<file path="src/rtl/bdq_pkg.sv">
// ----------------------------------------------------------------------------
// bdq_pkg
// Shared types and codes for the bounded deque with search.
// ----------------------------------------------------------------------------
package bdq_pkg;

	localparam int DATA_W  = 32;
	localparam int MODE_W  = 3;
	localparam int COUNT_W = 5;

	localparam logic [MODE_W-1:0] MODE_PUSH_FRONT = 3'd0;
	localparam logic [MODE_W-1:0] MODE_PUSH_BACK  = 3'd1;
	localparam logic [MODE_W-1:0] MODE_DROP_FRONT = 3'd2;
	localparam logic [MODE_W-1:0] MODE_DROP_BACK  = 3'd3;
	localparam logic [MODE_W-1:0] MODE_SEARCH     = 3'd4;

	typedef struct packed {
		logic [MODE_W-1:0]        mode;
		logic signed [DATA_W-1:0] value;
	} bdq_in_t;

	typedef struct packed {
		logic               ok;
		logic               found;
		logic [COUNT_W-1:0] count;
		logic               is_empty;
	} bdq_out_t;

	typedef enum logic [1:0] {
		ST_IDLE,
		ST_EXEC,
		ST_SCAN,
		ST_DONE
	} bdq_state_t;

endpackage

</file>
<file path="src/rtl/bdq_ram.sv">
// ----------------------------------------------------------------------------
// bdq_ram
// Entry storage: one write port, one read port with registered read data.
// ----------------------------------------------------------------------------
module bdq_ram #(
	parameter int DEPTH = 16,
	parameter int AW    = $clog2(DEPTH)
) (
	input  logic                       clk,
	input  logic                       we,
	input  logic [AW-1:0]              waddr,
	input  logic [bdq_pkg::DATA_W-1:0] wdata,
	input  logic                       re,
	input  logic [AW-1:0]              raddr,
	output logic [bdq_pkg::DATA_W-1:0] rdata
);
	import bdq_pkg::*;

	logic [DATA_W-1:0] mem [DEPTH];

	always_ff @(posedge clk) begin
		if (we) begin
			mem[waddr] <= wdata;
		end
	end

	always_ff @(posedge clk) begin
		if (re) begin
			rdata <= mem[raddr];
		end
	end

endmodule

</file>
<file path="src/rtl/bounded_deque_with_search.sv">
// ----------------------------------------------------------------------------
// bounded_deque_with_search
// Ring-buffer deque of signed 32-bit values with push/drop at both ends
// and a linear search.
// ----------------------------------------------------------------------------
// usage
//   in channel: in_valid/in_ready with in_data (mode, value); a transfer
//   takes one operation. out channel: out_valid/out_ready with out_data
//   (ok, found, count, is_empty); one result per operation, in order.
//   pushes and drops: executed in ST_EXEC, result loaded from ST_DONE.
//   search: entries are read one per cycle from the front through the
//   single ram read port and one comparator; the result is loaded from
//   ST_DONE once the scan ends, which is early on a hit.
//   one operation is in flight at a time; in_ready is high only while the
//   sequencer is idle, and a new operation may be taken while the previous
//   result still sits in the output register.
//   a stalled receiver holds the result in the output register; the next
//   operation completes but waits for the register to drain.
//   reset empties the deque (head and count cleared); stored values are
//   not cleared and are never read before being written.
// ----------------------------------------------------------------------------
module bounded_deque_with_search #(
	parameter int DEPTH = 16
) (
	input  logic              clk,
	input  logic              arst_n,
	input  logic              in_valid,
	output logic              in_ready,
	input  bdq_pkg::bdq_in_t  in_data,
	output logic              out_valid,
	input  logic              out_ready,
	output bdq_pkg::bdq_out_t out_data
);
	import bdq_pkg::*;

	localparam int IW = $clog2(DEPTH);
	localparam int CW = $clog2(DEPTH + 1);
	localparam int SW = CW + 1;
	localparam logic [IW-1:0] LAST_IDX = IW'(DEPTH - 1);
	localparam logic [SW-1:0] DEPTH_S  = SW'(DEPTH);
	localparam logic [CW-1:0] DEPTH_C  = CW'(DEPTH);

	bdq_state_t state_q, state_d;

	logic [MODE_W-1:0] mode_q;
	logic [DATA_W-1:0] value_q;
	logic [IW-1:0]     head_q, head_d;
	logic [CW-1:0]     count_q, count_d;
	logic [CW-1:0]     scan_q;
	logic              hit_q;
	logic              ok_q;
	logic              rd_vld_s1;
	logic              out_valid_q;
	bdq_out_t          res_q;

	logic              accept;
	logic              full;
	logic              empty;
	logic [CW-1:0]     offset;
	logic [SW-1:0]     sum;
	logic [IW-1:0]     ring_addr;
	logic [IW-1:0]     head_dec;
	logic              we;
	logic [IW-1:0]     waddr;
	logic              issue;
	logic              op_ok;
	logic              load_res;
	logic              match;
	logic [DATA_W-1:0] rd_data;

	assign accept   = in_valid && in_ready;
	assign full     = (count_q == DEPTH_C);
	assign empty    = (count_q == '0);
	assign head_dec = (head_q == '0) ? LAST_IDX : head_q - IW'(1);
	assign match    = rd_vld_s1 && (rd_data == value_q);

	// shared ring address adder
	always_comb begin
		if (state_q == ST_SCAN) begin
			offset = scan_q;
		end else if (mode_q == MODE_PUSH_BACK) begin
			offset = count_q;
		end else begin
			offset = CW'(1);
		end
		sum = SW'(head_q) + SW'(offset);
		if (sum >= DEPTH_S) begin
			ring_addr = IW'(sum - DEPTH_S);
		end else begin
			ring_addr = IW'(sum);
		end
	end

	always_comb begin
		state_d = state_q;
		unique case (state_q)
			ST_IDLE: begin
				if (in_valid) begin
					state_d = ST_EXEC;
				end
			end
			ST_EXEC: begin
				state_d = (mode_q == MODE_SEARCH) ? ST_SCAN : ST_DONE;
			end
			ST_SCAN: begin
				if (!rd_vld_s1 && (hit_q || scan_q == count_q)) begin
					state_d = ST_DONE;
				end
			end
			ST_DONE: begin
				if (!out_valid_q || out_ready) begin
					state_d = ST_IDLE;
				end
			end
			default: state_d = ST_IDLE;
		endcase
	end

	always_comb begin
		in_ready = 1'b0;
		we       = 1'b0;
		waddr    = ring_addr;
		head_d   = head_q;
		count_d  = count_q;
		op_ok    = 1'b0;
		issue    = 1'b0;
		load_res = 1'b0;
		unique case (state_q)
			ST_IDLE: begin
				in_ready = 1'b1;
			end
			ST_EXEC: begin
				unique case (mode_q)
					MODE_PUSH_FRONT: begin
						if (!full) begin
							we      = 1'b1;
							waddr   = head_dec;
							head_d  = head_dec;
							count_d = count_q + CW'(1);
							op_ok   = 1'b1;
						end
					end
					MODE_PUSH_BACK: begin
						if (!full) begin
							we      = 1'b1;
							count_d = count_q + CW'(1);
							op_ok   = 1'b1;
						end
					end
					MODE_DROP_FRONT: begin
						if (!empty) begin
							head_d  = ring_addr;
							count_d = count_q - CW'(1);
							op_ok   = 1'b1;
						end
					end
					MODE_DROP_BACK: begin
						if (!empty) begin
							count_d = count_q - CW'(1);
							op_ok   = 1'b1;
						end
					end
					MODE_SEARCH: begin
						op_ok = 1'b1;
					end
					default: begin
						op_ok = 1'b0;
					end
				endcase
			end
			ST_SCAN: begin
				issue = (scan_q != count_q) && !hit_q && !match;
			end
			ST_DONE: begin
				load_res = !out_valid_q || out_ready;
			end
			default: begin
				in_ready = 1'b0;
			end
		endcase
	end

	bdq_ram #(
		.DEPTH(DEPTH),
		.AW   (IW)
	) u_ram (
		.clk  (clk),
		.we   (we),
		.waddr(waddr),
		.wdata(value_q),
		.re   (issue),
		.raddr(ring_addr),
		.rdata(rd_data)
	);

	always_ff @(posedge clk or negedge arst_n) begin
		if (!arst_n) begin
			state_q     <= ST_IDLE;
			head_q      <= '0;
			count_q     <= '0;
			scan_q      <= '0;
			hit_q       <= 1'b0;
			rd_vld_s1   <= 1'b0;
			out_valid_q <= 1'b0;
		end else begin
			state_q   <= state_d;
			head_q    <= head_d;
			count_q   <= count_d;
			rd_vld_s1 <= issue;
			if (accept) begin
				scan_q <= '0;
				hit_q  <= 1'b0;
			end else begin
				if (issue) begin
					scan_q <= scan_q + CW'(1);
				end
				if (match) begin
					hit_q <= 1'b1;
				end
			end
			if (load_res) begin
				out_valid_q <= 1'b1;
			end else if (out_ready) begin
				out_valid_q <= 1'b0;
			end
		end
	end

	// operation payload and result register
	always_ff @(posedge clk) begin
		if (accept) begin
			mode_q  <= in_data.mode;
			value_q <= in_data.value;
		end
		if (state_q == ST_EXEC) begin
			ok_q <= op_ok;
		end
		if (load_res) begin
			res_q.ok       <= ok_q;
			res_q.found    <= hit_q;
			res_q.count    <= COUNT_W'(count_q);
			res_q.is_empty <= empty;
		end
	end

	assign out_valid = out_valid_q;
	assign out_data  = res_q;

endmodule

</file>
<file path="config.mk">
export PLATFORM = sky130hd
export DESIGN_NAME = bounded_deque_with_search
export DESIGN_NICKNAME = d
export VERILOG_FILES = /design/src/rtl/bdq_pkg.sv /design/src/rtl/bdq_ram.sv /design/src/rtl/bounded_deque_with_search.sv
export SDC_FILE = /design/constraint.sdc
export NUM_CORES = 1
export LEC_CHECK = 0
export ABC_AREA = 1
export BUFFER_PORTS_ARGS = -buffer_cell sky130_fd_sc_hd__buf_2
export CORE_MARGIN = 2
export CORE_UTILIZATION = 55
export DETAILED_ROUTE_END_ITERATION = 16
export GPL_TIMING_DRIVEN = 1
export PLACE_DENSITY_LB_ADDON = 0.3
export SLEW_MARGIN = 0
export SYNTH_ARGS = -nofsm -noshare
export SYNTH_HDL_FRONTEND = slang
export SYNTH_HIERARCHICAL = 1
export SYNTH_SLANG_ARGS = --single-unit
export TNS_END_PERCENT = 10
</file>
<file path="constraint.sdc">
create_clock -name clk -period 4.4 [get_ports clk]
set_clock_uncertainty 0.05 [all_clocks]
set_input_delay 0.22 -clock clk [delete_from_list [all_inputs] [get_ports clk]]
set_output_delay 0.22 -clock clk [all_outputs]
set_load 0.01 [all_outputs]
</file>
==> results_dict.tcl <==
set metrics [dict create \
    period_share_pct 89.25 \
    placed_cells 3098 \
    dpl.hpwl_um 34750 \
    yosysSeqAreaShare_pct 68.58 \
    crit_type "reg -> reg" \
    cp.depth 17 \
    timing.fmax_ghz 0.2547 \
    antenna_found_initial 1 \
    cts_tree "yes" \
    diodes 0 \
    hold_viol 0 \
    synth.top_cell.area_share_pct 66.78 \
    crit_chain "inv_1, ha_1, inv_1, nand3_1, nand2_1, ha_1, a21oi_1, nand2_1, xor2_1, inv_1, or2_1, nand2_2, buf_4, inv_1, buf_4, nand3_1, nand2_1" \
    die_h_um 223.3 \
    path_delay_family "buffers and inverters" \
    grt_first_pass_wirelength_um 95320 \
    synth_edf_count 588 \
    setup_tns_ns 0 \
    outcome "finished, final reports clean" \
    cts_num_sinks 607 \
    r2r-start "state_q[0]$_DFFE_PN0P_" \
    post_drt_wl_per_cell_um 18.89 \
    cts_buffer_depth 3 \
    route.antenna.remaining_nets 0 \
    finalSetupViolCount 0 \
    crit_end "u_ram/rdata[13]$_DFFE_PP_" \
    hp-class "in -> async" \
    async_reset_ff_share_pct 3.130 \
    syn_inst 2488 \
    grt_max_degree 131 \
    start_util_pct 55.50 \
    worstMarginPinSlew_ns 1.033 \
    die-width_um 223.3 \
    fp.dieArea_um2 49850 \
    cts_resized 0 \
    io_buffer_count 48 \
    yosys-top-cells-area "edfxtp_1 (67%), nand2_1 (11%), nand3_1 (7.7%)" \
    crit_slowest_cell "buf_4" \
    htreeDepth 2 \
    leakagePower_nw 12.66 \
    clk_latency_ns 0.62 \
    finalMaxSlewViolations 0 \
    pin_count 49 \
    synth-main-ff-cell "edfxtp_1" \
    ff2ff_path_depth 17 \
    row_count 80 \
    nFillCells 3700 \
    wl_um 61290 \
    critPathMaxStageDelay_ns 0.46 \
    ys_ff_latch 607 \
    min_period_ns 3.927 \
    drt-initial-drc-count 1794 \
    synth_top_area_cell "edfxtp_1" \
    required_ns 4.73 \
    grt_pass1_vias 17300 \
    gp_congestion 0.8397 \
    mappedNetlistArea_um2 26440 \
    overflow 0 \
    gr-usage-all-layers_pct 25.12 \
    critPathLaunch "state_q[0]$_DFFE_PN0P_" \
    ys_types 37 \
    nets 2636 \
    rsz0062_at_grt "no" \
    peakVddDrop_mv 1.218 \
    avgSynthCellArea_um2 10.63 \
    cp-start-kind "register" \
    reg2reg_to "u_ram/rdata[13]$_DFFE_PP_" \
    cp_max_fo 33 \
    area_delta_synth_final_pct 12.39 \
    path_common_cell "inv_1" \
    crit_buf_inv 6 \
    cts_buffers 59 \
    first_pass_iters 8 \
    arrival_ns 4.25 \
    cts_setup_buffers 0 \
    drc 0 \
    cts-root-buf "clkbuf_16" \
    core_um2 47650 \
    clk_pin_slew_ns 0.06 \
    maxCapViolCount 0 \
    dr_total_vias 17420 \
    via_per_inst 5.369 \
    syn_nets 2542 \
    ys_warn_count 6 \
    power_density_nw_per_um2 788.2 \
    reg2reg_slack_ns 0.47 \
    drive_above_1_share_pct 8.330 \
    endpoint_kind "register" \
    slew_headroom_pct 31.02 \
    layoutNonFillerInstCount 3244 \
]
-- metal layers --
layer	wire, µm	GRT usage, %
met1	24490	33.28
met2	29690	41.81
met3	4809	3.661
met4	2309	10.84
met5	0	0
-- synth_stat cells, drive strengths merged, types with 2 or more instances --
| library cell | count |
|---|---|
| nand3b | 2 |
| buf | 91 |
| fa | 2 |
| xnor2 | 7 |
| o21ai | 22 |
| inv | 457 |
| a21oi | 11 |
| o22ai | 2 |
| o211ai | 4 |
| edfxtp | 588 |
| nor2 | 51 |
| nand2 | 763 |
| ha | 13 |
| a21boi | 2 |
| xor2 | 20 |
| nand4 | 6 |
| nand3 | 407 |
| clkbuf | 16 |
| dfrtp | 19 |
-- registers in the layout (all words and copies together), names as in the netlist --
register	flops
u_ram/rdata	32
hit_q	1
count_q	5
value_q	32
state_q	2
scan_q	5
mode_q	3
head_q	4
out_data	8
out_valid	1
rd_vld_s1	1
ok_q	1
u_ram/mem	512
-- cells in the final DEF (no fill, tap or decap), types with 2 or more instances in the layout --
cell / n
o22ai_1: 2
clkinv_1: 12
bufinv_16: 3
clkinv_2: 9
clkbuf_16: 59
a21oi_1: 11
xor2_1: 19
clkbuf_1: 16
nor2_4: 17
edfxtp_1: 588
nand3b_1: 2
o21ai_2: 2
o21ai_1: 2
ha_1: 12
dlygate4sd3_1: 38
clkbuf_8: 4
o211ai_1: 4
nor2_1: 33
xnor2_1: 7
nand3_1: 407
inv_2: 7
buf_12: 17
nand2_2: 3
nand4_1: 6
buf_2: 48
o21ai_0: 18
buf_4: 37
inv_6: 5
dfrtp_1: 19
inv_1: 448
nand2_1: 760
-- worst min-delay path by stage --
stage / startpoint / endpoint / cells past startpoint
final: arst_n / state_q[0]$_DFFE_PN0P_ / 2
after detailed placement: arst_n / state_q[1]$_DFFE_PN0P_ / 1
after global placement: arst_n / count_q[0]$_DFFE_PN0P_ / 1
after global routing: arst_n / out_valid$_DFFE_PN0P_ / 2
after floorplan: arst_n / count_q[0]$_DFFE_PN0P_ / 0
after CTS: arst_n / state_q[0]$_DFFE_PN0P_ / 2
-- report_power, final --
group | switching [W] | internal, W | total, W | leakage, nW
Clock | 0.00208 | 0.00270 | 0.00478 | 0.889
Combinational | 0.00771 | 0.00328 | 0.0110 | 6.22
Sequential | 0.000401 | 0.00725 | 0.00765 | 5.55
Total | 0.0102 | 0.0132 | 0.0234 | 12.7
-- cells by family (layout without fill, tap and decap cells) --
| kind of cell | count (synthesis) | count (layout) | synth area share [%] |
|---|---|---|---|
| buf+inv | 564 | 705 | 9.185 |
| flops | 607 | 607 | 68.58 |
| fa+ha+maj | 15 | 15 | 0.7666 |
| compound gates | 44 | 44 | 0.9701 |
| simple gates | 1231 | 1231 | 19.61 |
| xor+xnor | 27 | 27 | 0.8943 |
-- timing repair --
action | 4_1_cts | 5_1_grt
endpoints found under the setup margin | 0 | 0
endpoints found under the hold margin | 56 | 0
hold buffers | 38 | 0
-- metrics by stage --
stage          utilization [%]  power (W)  worst slack, ns  cell area, µm²  hold WS [ns]
2_1_floorplan                -    0.01575           0.2736           26440       -0.1256
3_3_place_gp             57.77    0.01840           0.6181           27520        0.1419
3_5_place_dp             57.77    0.01865           0.4883           27520        0.1470
4_1_cts                  62.37    0.02348           0.4891           29720       0.01600
5_1_grt                  62.37    0.02492           0.2001           29720       0.07698
6_report                 62.37    0.02342           0.4731           29720       0.06125
-- cell type report --
| cell class | count | area (µm²) | area share, % |
|---|---|---|---|
| Tap cell | 615 | 769.5 | 2.589 |
| Timing Repair Buffer | 140 | 1239 | 4.168 |
| Clock inverter | 29 | 222.7 | 0.7494 |
| Sequential cell | 607 | 18130 | 61.02 |
| Inverter | 457 | 1723 | 5.798 |
| Multi-Input combinational cell | 1317 | 6040 | 20.32 |
| Clock buffer | 79 | 1592 | 5.356 |
(Power assumes the default switching activity.)
